===== config.mk =====
export PLATFORM = sky130hd
export DESIGN_NAME = vaa_merge
export DESIGN_NICKNAME = d
export VERILOG_FILES = /design/src/rtl/vaa_pkg.sv /design/src/rtl/vaa_merge.sv
export SDC_FILE = /design/constraint.sdc
export NUM_CORES = 1
export LEC_CHECK = 0
export BUFFER_PORTS_ARGS = -buffer_cell sky130_fd_sc_hd__buf_2
export CAP_MARGIN = 15
export CORE_ASPECT_RATIO = 1.1
export CORE_MARGIN = 10
export CORE_UTILIZATION = 55
export DETAILED_ROUTE_END_ITERATION = 8
export GPL_ROUTABILITY_DRIVEN = 0
export PLACE_DENSITY = 0.94
export SYNTH_ARGS = -nofsm -noshare
export SYNTH_HDL_FRONTEND = slang
export SYNTH_SLANG_ARGS = --single-unit

===== constraint.sdc =====
create_clock -name clk_i -period 10.1 [get_ports clk_i]
set_input_delay 2.02 -clock clk_i [delete_from_list [all_inputs] [get_ports clk_i]]
set_output_delay 2.02 -clock clk_i [all_outputs]
set_load 0.03 [all_outputs]

===== src/rtl/vaa_pkg.sv =====
`default_nettype none
package vaa_pkg;

  // Fixed geometry of the input item
  localparam int WORD_BITS   = 64;
  localparam int NUM_IN_WORDS = 4;
  localparam int IN_BITS     = WORD_BITS * NUM_IN_WORDS;
  localparam int SUB_LANES   = 8;   // narrowest lanes per 64-bit word
  localparam int IDX_BITS    = 5;
  localparam int CNT_BITS    = 6;   // lane count, up to 32
  localparam int VECTOR_BITS_DEF = 256;

  // Configuration register map (register index = paddr[3:2])
  localparam int CFG_ADDR_BITS = 4;
  localparam int CFG_DATA_BITS = 32;

  typedef enum logic [1:0] {
    REG_LANE_SIZE      = 2'd0,
    REG_SIGNED_COMPARE = 2'd1,
    REG_FIND_MAX       = 2'd2,
    REG_FULL_WIDTH     = 2'd3
  } reg_idx_e;

  typedef enum logic [1:0] {
    LANE_8  = 2'd0,
    LANE_16 = 2'd1,
    LANE_32 = 2'd2,
    LANE_64 = 2'd3
  } lane_size_e;

  typedef struct packed {
    lane_size_e            lane_size;
    logic                  sgn;
    logic                  fmax;
    logic [CNT_BITS-1:0]   lane_cnt;
  } cfg_t;

  typedef struct packed {
    logic                  vld;
    logic [IDX_BITS-1:0]   idx;
    logic [WORD_BITS-1:0]  val;
  } cand_t;

  // Extend a narrow lane to 64 bits
  function automatic logic [WORD_BITS-1:0] ext8(logic [7:0] b, logic sgn);
    return {{(WORD_BITS-8){sgn & b[7]}}, b};
  endfunction

  function automatic logic [WORD_BITS-1:0] ext16(logic [15:0] b, logic sgn);
    return {{(WORD_BITS-16){sgn & b[15]}}, b};
  endfunction

  function automatic logic [WORD_BITS-1:0] ext32(logic [31:0] b, logic sgn);
    return {{(WORD_BITS-32){sgn & b[31]}}, b};
  endfunction

  // Keep a unless b is valid and either a is invalid or b is strictly better; a always has the lower index
  function automatic cand_t pick(cand_t a, cand_t b, logic fmax, logic sgn);
    logic [WORD_BITS-1:0] ka;
    logic [WORD_BITS-1:0] kb;
    logic                 take;
    ka   = {a.val[WORD_BITS-1] ^ sgn, a.val[WORD_BITS-2:0]};
    kb   = {b.val[WORD_BITS-1] ^ sgn, b.val[WORD_BITS-2:0]};
    take = b.vld && (!a.vld || (fmax ? (kb > ka) : (kb < ka)));
    return take ? b : a;
  endfunction

endpackage
`default_nettype wire


===== src/rtl/vaa_merge.sv =====
`default_nettype none
// Combine the per-word winners; lower word wins ties.
module vaa_merge import vaa_pkg::*; #(
  parameter int NumWords = NUM_IN_WORDS
) (
  input  wire logic  clk_i,
  input  wire logic  adv_i,
  input  wire cfg_t  cfg_i,
  input  wire cand_t word_best_i [NumWords],
  output cand_t      best_o
);

  cand_t padded [NUM_IN_WORDS];
  cand_t best_d;
  cand_t best_q;

  // Fill absent words with invalid candidates
  always_comb begin
    for (int w = 0; w < NUM_IN_WORDS; w++) padded[w] = '0;
    for (int w = 0; w < NumWords; w++) padded[w] = word_best_i[w];
  end

  always_comb begin
    best_d = pick(pick(padded[0], padded[1], cfg_i.fmax, cfg_i.sgn),
                  pick(padded[2], padded[3], cfg_i.fmax, cfg_i.sgn),
                  cfg_i.fmax, cfg_i.sgn);
  end

  always_ff @(posedge clk_i) begin
    if (adv_i) best_q <= best_d;
  end

  assign best_o = best_q;

endmodule
`default_nettype wire


==> results by group <==
Outcome
  – Outcome: finished clean

Synthesis
  – EDFF count, synth: 70
  – Synthesized area: 9619 um^2
  – Yosys cell types: 54
  – Sequential share of the synthesized area: 0.2185
  – Yosys reg bits: 70
  – Primary FF master, synth: edfxtp_1
  – Synthesis Warnings: 0
  – Post-synthesis cell count: 1048
  – Post-synthesis net count: 1530
  – Fraction of registers with async set/reset: 0
  – Mean Syn Cell Area: 9.179 um^2

Floorplanning
  – Die Y: 158.7 um
  – Row cnt: 50
  – Width of the chip: 146.1 um
  – Top Ports: 362
  – Die area: 23190 um^2
  – Total core area: 17080 um^2
  – Initial Util: 0.5632

STA
  – Final hold viol count: 0
  – Setup-failing EPs final: 0
  – Period minus WS final: 8.100 ns
  – Setup slack after layout: 2.000 ns
  – Relative max-transition margin: 0.3015
  – Final critical-path share of the clock period: 0.8020
  – Maximum clock rate: 123.5 MHz
  – Final slew viol count: 0
  – Hold Worst Slack: 1.975 ns
  – Least-Margin Pin Slew: 1.048 ns
  – Unrepaired setup endpoints after global routing: false
  – Setup Total Neg Slack: 0 ns

Critical path
  – CP Capture Type: flip-flop
  – Worst path required time: 10.12 ns
  – Arr. time, crit path: 8.12 ns
  – Crit path kind: primary input to flip-flop
  – Crit start category: primary input
  – Critical path fanouts, max: 69

Final layout
  – Layout Nets: 1856
  – Layout Area Growth over Synthesis: 22.54%
  – Register area: 2102 um^2
  – Max reg flops: 70
  – Fillers: 1297
  – Commonest non-fill, non-tap cells in the layout: 352 x buf_2, 190 x ha_1, 138 x inv_1, 73 x a21oi_1
  – Post-layout util: 0.6902
  – Area of the multi-input gates: 6681 um^2
  – Proportion of layout cells with a drive suffix above 1: 0.3234
  – Layout Cells excl Fill: 1626
  – Most common cell after layout, fill and taps aside: buf_2

Drt
  – Via density: 6.228
  – Via count: 10130
  – Antenna Nets Post-Route: 0
  – First-pass DRT Iterations: 7
  – Wire per inst: 21.56 um
  – Drt drc: 0
  – Wirelength, routed: 35060 um
  – Iteration-0 DRC Markers: 779

CTS
  – Clk pin slew, worst setup/hold paths: 0.06 ns
  – Postcts setup bufs: 0
  – Clock buffer depth: 2
  – TritonCTS clock tree: yes
  – Clock sink total: 70
  – Num CTS Buffers: 9
  – CTS Hold Bufs: 0
  – Root Buffer: clkbuf_16
  – H-tree depth: 3
  – Post_cts resized: 0

Global routing
  – Overflow left after global routing: 0
  – Largest net degree at the start of global routing: 71
  – Gr usage total: 0.2853
  – First-pass GRT wire length: 54040 um
  – Vias in the first global route: 10490
  – Antenna violations before repair: 12

Power and ir drop
  – PwrDens: 127.0 nW/um^2
  – Worst vdd ir: 0.09252 mV
  – P_leak: 0.006158 uW

Placement
  – HPWL Detailed: 28210 um
  – Pre-CTS setup slack: 1.656 ns
  – I/O Buffers: 353
  – DP Cell Count: 1597

Job
  – Max-cap violations: 0

Hold path
  – Hold Path End: best_o[69]
  – Worst hold start: word_best_i[279]
  – Worst hold path type: primary input to flip-flop
  – Hold path depth: 3
==> layer usage <==
| layer | part of all wire | vias up | track usage |
|---|---|---|---|
| li1 | - | 4695 | - |
| met1 | 0.36 | 4714 | 0.3034 |
| met2 | 0.50 | 583 | 0.5068 |
| met3 | 0.081 | 135 | 0.05679 |
| met4 | 0.060 | 0 | 0.1771 |
| met5 | 0 | - | 0 |
==> per-stage QoR <==
step / area (um^2) / total power (uW)
3_5_place_dp: 11440 / 1129
2_1_floorplan: 9619 / 896.0
4_1_cts: 11760 / 1489
5_1_grt: 11790 / 1577
6_report: 11790 / 1497
3_3_place_gp: 11440 / 1099
==> cell usage after synthesis (4+ instances only) <==
cell type	count	area share
o211ai_1	4	0.0031
mux2_2	62	0.073
a21oi_1	73	0.038
and4_1	8	0.0073
a211oi_1	5	0.0039
a21o_1	21	0.016
clkbuf_1	12	0.0047
nand2_1	60	0.023
a221oi_1	9	0.0082
ha_1	190	0.25
o21a_1	4	0.0031
mux2i_1	69	0.072
o21ai_0	26	0.014
inv_1	138	0.054
nor2_1	15	0.0059
nand3_1	20	0.010
nor3_1	8	0.0042
and2_1	4	0.0026
edfxtp_1	70	0.22
o22ai_1	70	0.046
nor4_1	10	0.0065
a22oi_1	67	0.052
buf_6	20	0.023
nand4_1	35	0.023
buf_2	8	0.0042
==> how the worst max path moves through the flow <==
stage	startpoint	to	slack (ns)
after floorplan	word_best_i[111]	best_o[55]	3.42
after global placement	word_best_i[127]	best_o[10]	1.75
after detailed placement	word_best_i[127]	best_o[24]	1.66
after CTS	word_best_i[127]	best_o[10]	2.02
after global routing	word_best_i[127]	best_o[24]	1.56
final	word_best_i[83]	best_o[24]	2.00
==> power by group <==
part	total [uW]	leakage [uW]	internal [uW]	switching, uW
logic	735	0.00532	279	456
registers	402	0.000688	388	13.8
clock network	360	0.000151	217	144
==> final cells by class <==
type	count	share of cell area
diodes	13	0.002760
inverters	138	0.04394
well taps	234	0.02484
flip-flops and latches	70	0.1783
clock buffers	10	0.01942
clock inverters	6	0.007218
repair buffers	360	0.1567
multi-input cells	795	0.5668
==> cell families (layout without fill, tap and decap cells) <==
kind of cell               count (synthesis)  after routing  synth area share
AOI/OAI and AO/OA                        300            300            0.2042
adders and majority gates                190            190            0.2471
and+or+nand+nor                          170            170           0.09105
xor gates and xnor gates                   4              4          0.003643
buffers and inverters                    183            514           0.09105
other                                      0             13                 0
DFF                                       70             70            0.2185
muxes                                    131            131            0.1444
==> worst max-delay path, cell delays in order <==
cell and delay [ns]:
buf_2 0.11, inv_1 0.05, ha_1 0.30, a21o_1 0.17, a21o_1 0.17, a221oi_1 0.32
o211ai_1 0.20, a211oi_1 0.30, a21o_1 0.24, o221a_4 0.52, buf_12 0.35, mux2_2 0.39
ha_1 0.32, nand4_1 0.15, nor4_1 0.53, nand4_1 0.24, a31oi_1 0.27, nor3_1 0.10
a21o_1 0.17, nand3b_1 0.14, buf_4 0.70, a22oi_1 0.29
Note: power is estimated with default switching activity, not from simulation.
