==> src/rtl/vaa_pkg.sv <==
`default_nettype none
package vaa_pkg;

  // Fixed geometry of the input item
  localparam int WORD_BITS   = 64;
  localparam int NUM_IN_WORDS = 4;
  localparam int IN_BITS     = WORD_BITS * NUM_IN_WORDS;
  localparam int SUB_LANES   = 8;   // narrowest lanes per 64-bit word
  localparam int IDX_BITS    = 5;
  localparam int CNT_BITS    = 6;   // lane count, up to 32
  localparam int VECTOR_BITS_DEF = 256;

  // Configuration register map (register index = paddr[3:2])
  localparam int CFG_ADDR_BITS = 4;
  localparam int CFG_DATA_BITS = 32;

  typedef enum logic [1:0] {
    REG_LANE_SIZE      = 2'd0,
    REG_SIGNED_COMPARE = 2'd1,
    REG_FIND_MAX       = 2'd2,
    REG_FULL_WIDTH     = 2'd3
  } reg_idx_e;

  typedef enum logic [1:0] {
    LANE_8  = 2'd0,
    LANE_16 = 2'd1,
    LANE_32 = 2'd2,
    LANE_64 = 2'd3
  } lane_size_e;

  typedef struct packed {
    lane_size_e            lane_size;
    logic                  sgn;
    logic                  fmax;
    logic [CNT_BITS-1:0]   lane_cnt;
  } cfg_t;

  typedef struct packed {
    logic                  vld;
    logic [IDX_BITS-1:0]   idx;
    logic [WORD_BITS-1:0]  val;
  } cand_t;

  // Extend a narrow lane to 64 bits
  function automatic logic [WORD_BITS-1:0] ext8(logic [7:0] b, logic sgn);
    return {{(WORD_BITS-8){sgn & b[7]}}, b};
  endfunction

  function automatic logic [WORD_BITS-1:0] ext16(logic [15:0] b, logic sgn);
    return {{(WORD_BITS-16){sgn & b[15]}}, b};
  endfunction

  function automatic logic [WORD_BITS-1:0] ext32(logic [31:0] b, logic sgn);
    return {{(WORD_BITS-32){sgn & b[31]}}, b};
  endfunction

  // Keep a unless b is valid and either a is invalid or b is strictly better; a always has the lower index
  function automatic cand_t pick(cand_t a, cand_t b, logic fmax, logic sgn);
    logic [WORD_BITS-1:0] ka;
    logic [WORD_BITS-1:0] kb;
    logic                 take;
    ka   = {a.val[WORD_BITS-1] ^ sgn, a.val[WORD_BITS-2:0]};
    kb   = {b.val[WORD_BITS-1] ^ sgn, b.val[WORD_BITS-2:0]};
    take = b.vld && (!a.vld || (fmax ? (kb > ka) : (kb < ka)));
    return take ? b : a;
  endfunction

endpackage
`default_nettype wire

==> src/rtl/vaa_word_lane.sv <==
`default_nettype none
// One 64-bit word: split into lanes, reduce to the best lane in two stages.
module vaa_word_lane import vaa_pkg::*; #(
  parameter int WordId = 0
) (
  input  wire logic                 clk_i,
  input  wire logic                 adv_i,
  input  wire cfg_t                 cfg_i,
  input  wire logic [WORD_BITS-1:0] word_i,
  output cand_t                     best_o
);

  logic [7:0]  v8  [SUB_LANES];
  logic [15:0] v16 [SUB_LANES/2];
  logic [31:0] v32 [SUB_LANES/4];
  logic [IDX_BITS-1:0] base;
  cand_t cand [SUB_LANES];
  cand_t half_d [SUB_LANES/2];
  cand_t half_q [SUB_LANES/2];
  cand_t best_d;
  cand_t best_q;

  // Slice the word at every lane width
  always_comb begin
    for (int j = 0; j < SUB_LANES; j++) v8[j] = word_i[8*j +: 8];
    for (int j = 0; j < SUB_LANES/2; j++) v16[j] = word_i[16*j +: 16];
    for (int j = 0; j < SUB_LANES/4; j++) v32[j] = word_i[32*j +: 32];
  end

  // Global index of this word's first lane
  always_comb begin
    unique case (cfg_i.lane_size)
      LANE_8:  base = IDX_BITS'(WordId * 8);
      LANE_16: base = IDX_BITS'(WordId * 4);
      LANE_32: base = IDX_BITS'(WordId * 2);
      LANE_64: base = IDX_BITS'(WordId);
      default: base = '0;
    endcase
  end

  // Build the candidates of the selected width
  always_comb begin
    for (int j = 0; j < SUB_LANES; j++) begin
      cand[j].idx = base + IDX_BITS'(j);
      case (cfg_i.lane_size)
        LANE_8: begin
          cand[j].val = ext8(v8[j], cfg_i.sgn);
          cand[j].vld = 1'b1;
        end
        LANE_16: begin
          cand[j].val = ext16(v16[2'(j)], cfg_i.sgn);
          cand[j].vld = (j < SUB_LANES/2);
        end
        LANE_32: begin
          cand[j].val = ext32(v32[1'(j)], cfg_i.sgn);
          cand[j].vld = (j < SUB_LANES/4);
        end
        default: begin
          cand[j].val = word_i;
          cand[j].vld = (j == 0);
        end
      endcase
      cand[j].vld = cand[j].vld && ({1'b0, cand[j].idx} < cfg_i.lane_cnt);
    end
  end

  // First compare level
  always_comb begin
    for (int k = 0; k < SUB_LANES/2; k++)
      half_d[k] = pick(cand[2*k], cand[2*k+1], cfg_i.fmax, cfg_i.sgn);
  end

  always_ff @(posedge clk_i) begin
    if (adv_i) half_q <= half_d;
  end

  // Remaining two compare levels
  always_comb begin
    best_d = pick(pick(half_q[0], half_q[1], cfg_i.fmax, cfg_i.sgn),
                  pick(half_q[2], half_q[3], cfg_i.fmax, cfg_i.sgn),
                  cfg_i.fmax, cfg_i.sgn);
  end

  always_ff @(posedge clk_i) begin
    if (adv_i) best_q <= best_d;
  end

  assign best_o = best_q;

endmodule
`default_nettype wire

==> config.mk <==
export PLATFORM = sky130hd
export DESIGN_NAME = vaa_word_lane
export DESIGN_NICKNAME = d
export VERILOG_FILES = /design/src/rtl/vaa_pkg.sv /design/src/rtl/vaa_word_lane.sv
export SDC_FILE = /design/constraint.sdc
export NUM_CORES = 1
export LEC_CHECK = 0
export BUFFER_PORTS_ARGS = -buffer_cell sky130_fd_sc_hd__buf_2
export CAP_MARGIN = 15
export CORE_ASPECT_RATIO = 1.25
export CORE_MARGIN = 2
export CORE_UTILIZATION = 57
export CTS_BUF_LIST = sky130_fd_sc_hd__clkbuf_4
export DETAILED_ROUTE_END_ITERATION = 12
export GPL_TIMING_DRIVEN = 1
export HOLD_SLACK_MARGIN = 0.05
export PLACE_DENSITY_LB_ADDON = 0.15
export SYNTH_ARGS = -nofsm -noshare
export SYNTH_HDL_FRONTEND = slang
export SYNTH_SLANG_ARGS = --single-unit
==> constraint.sdc <==
create_clock -name clk_i -period 5.65 [get_ports clk_i]
set_input_delay 0.8475 -clock clk_i [delete_from_list [all_inputs] [get_ports clk_i]]
set_output_delay 0.8475 -clock clk_i [all_outputs]
set_load 0.05 [all_outputs]
==> impl_metrics.csv <==
group,metric,value,unit
outcome,violations,"negative setup slack",
timing,finalHoldViolCount,0,
drt,drtIter0Drc,3024,
grt,grt_use_total,42.6,%
floorplanning,dieArea,0.0528,mm2
outcome,status,"complete, but fails checks",
cts,insertion_delay,0.90,ns
placement,dp_hpwl,86200,um
setup_path,reg2reg_to,"best_o[28]",
cts,cts-root-buf,"clkbuf_4",
cts,cts_hold_buf,0,
timing,finalCritPeriodShare,112,%
cts,h-tree-depth,3,
logic_synthesis,synth_area,0.0290,mm2
cts,cts_buffers,87,
placement,routabilityCongestion,1.02,
grt,overflow,0,
timing,report.final.slew_viol_count,0,
logic_synthesis,syn-instance-count,3153,
finish,area_delta_synth_final,28.8,%
worst_hold_path,min_from,"word_i[10]",
drt,ant_nets,0,
power,leakagePower,17.6,nW
power,max-vdd-ir-drop,0.254,mV
timing,hold_slack,0.479,ns
setup_path,cp-start-kind,"register",
drt,post-route-drc-count,0,
setup_path,rr_startpoint,"half_q[246]",
logic_synthesis,synth_cell_type_count,75,
floorplanning,core-area,0.0504,mm2
grt,grtUsageMet1,47.3,%
grt,antenna_found_initial,9,
drt,via_count,29300,
logic_synthesis,synth-seq-area-share,34.3,%
setup_path,worstSetupPathType,"reg2reg",
cts,clockBufferDepth,3,
timing,grt_setup_unrepaired,"yes",
finish,fin_nets,4360,
grt,use_met2,70.1,%
logic_synthesis,synth_warnings,0,
floorplanning,start_util,57.6,%
setup_path,reg2reg_slack,-0.66,ns
drt,wl,117000,um
floorplanning,die_y,256,um
power,p_total,11.3,mW
power,p_per_area,301,mW/mm2
placement,io_buffers,143,
setup_path,endpoint_kind,"register",
setup_path,r2r_cells,26,
timing,fin_crit,6.31,ns
drt,vias_per_cell,6.43,
drt,wire_per_inst,25.7,um
floorplanning,io_pins,146,
grt,grt_most_used_layer,"met2",
timing,slew_headroom,25.3,%
finish,drive_above_1_share,27.4,%
logic_synthesis,avgSynthCellArea,9.21,um2
grt,grt_use_met3,8.97,%
setup_path,crit_arrival,7.02,ns
logic_synthesis,synth_edf_count,332,
worst_hold_path,hp-class,"in2reg",
floorplanning,std_cell_rows,92,
grt,grt_max_degree,131,
timing,max_clock_freq,0.158,GHz
timing,finalSetupViolations,67,
logic_synthesis,synthFlopType,"edfxtp_1",
logic_synthesis,ys_ff_latch,332,
cts,clkSlewWorstSetupHoldPaths,0.07,ns
timing,worstMarginPinSlew,1.12,ns
worst_hold_path,whs_path_depth,3,
timing,final.setup.tns,-37.49,ns
cts,cts_tree,"built",
finish,mostFrequentLayoutCell,"buf_4",
drt,dr.pass1.iters,5,
setup_path,cp_max_fo,9,
logic_synthesis,synth_async_sr_flop_share,0,%
grt,grt_first_pass_wirelength,169000,um
timing,finClkSkew,0.0768,ns
worst_hold_path,holdPathEnd,"half_q[80]",
timing,fin_ws,-0.663,ns
run,drv_cap,0,
floorplanning,die_w,206,um
cts,clkSinkCount,332,
grt,grt_pass1_vias,29300,
setup_path,crit_required,6.36,ns
finish,layout_common_cells,"577 x buf_4, 429 x ha_1, 332 x edfxtp_1, 316 x o21ai_0, 313 x nor2_1",
-- sequential cells by signal, summed over array words and instances (netlist names) --
signal  count
best_o     68
half_q    264
-- repair_timing --
action | 4_1_cts | 5_1_grt
buffers inserted | 22 | 30
gates cloned | 6 | 1
endpoints found under the setup margin | 67 | 67
pin swaps | 23 | 65
resized for setup | 136 | 94
-- where the power goes --
group / switching (mW) / total (mW) / leakage, nW / internal (mW)
clock: 1.10 / 2.17 / 0.643 / 1.06
combinational: 3.14 / 5.63 / 13.7 / 2.49
sequential: 0.252 / 3.47 / 3.22 / 3.22
total: 4.50 / 11.3 / 17.6 / 6.77
-- cells in the mapped netlist (83+ instances only) --
cell type	n	area share, %
a21o_1	95	2.5
a21oi_1	286	4.9
clkbuf_1	136	1.8
edfxtp_1	332	34
ha_1	446	19
inv_1	238	3.1
mux2i_1	294	10
nand2_1	168	2.2
nand4_1	83	1.8
nor2_1	316	4.1
o21ai_0	324	5.6
-- routing by layer --
metal | vias up | part of all wire (%)
met5 | - | 0.038
met4 | 6 | 9.7
met3 | 642 | 9.8
met2 | 1787 | 46
met1 | 13900 | 34
li1 | 13000 | -
-- final cells by class --
type / count / area [um2]
fill: 3612 / 13000
clock inverter: 36 / 215
antenna: 4 / 10.0
clock buffer: 117 / 878
tap: 658 / 823
timing repair buffer: 783 / 6240
sequential: 332 / 9970
multi-input combinational: 2395 / 18400
inverter: 239 / 897
-- critical path: stages (launching register included) --
cell	delay [ns]
edfxtp_1	0.42
inv_1	0.09
ha_1	0.28
and4_1	0.24
nand4_1	0.27
nor3_2	0.25
buf_4	0.19
and4b_1	0.28
a31oi_1	0.08
a311o_2	0.46
buf_6	0.16
buf_12	0.14
buf_4	0.19
mux2i_2	0.19
ha_1	0.34
nand4_1	0.20
a21oi_1	0.54
a211oi_2	0.14
nor2_2	0.24
a2111oi_4	0.06
buf_4	0.15
a31o_1	0.24
a31oi_4	0.26
buf_12	0.15
buf_12	0.15
buf_8	0.14
mux2i_1	0.24
-- how the worst max path moves through the flow --
| stage | from | to | slack [ns] | cells past startpoint |
|---|---|---|---|---|
| after floorplan | half_q[23] | best_o[65] | 0.32 | 23 |
| after global placement | half_q[151] | best_o[65] | -1.08 | 24 |
| after detailed placement | half_q[151] | best_o[8] | -1.30 | 25 |
| after CTS | half_q[141] | best_o[65] | -0.14 | 25 |
| after global routing | half_q[39] | best_o[8] | -0.89 | 24 |
| final | half_q[246] | best_o[28] | -0.66 | 26 |
-- stage by stage --
stage | instances | util [%] | setup slack, ns | instance area [um2]
floorplan | 3154 | - | 0.323 | 29000
global placement | 4356 | 68.7 | -1.08 | 34600
detailed placement | 4356 | 68.7 | -1.30 | 34600
CTS | 4534 | 72.7 | -0.136 | 36700
global route | 4563 | 74.2 | -0.893 | 37400
finish | 4564 | 74.2 | -0.663 | 37400
-- kinds of logic (layout without fill, tap and decap cells) --
family	after synthesis	count (layout)	synth area share, %
other cells	1	6	0.0129
fa+ha+maj	446	446	19.2
xor+xnor	5	5	0.151
compound gates	894	894	17.7
mux	307	307	10.7
simple gates	741	741	11.8
buf+inv	427	1175	6.02
flops	332	332	34.3
(Power assumes the default switching activity.)
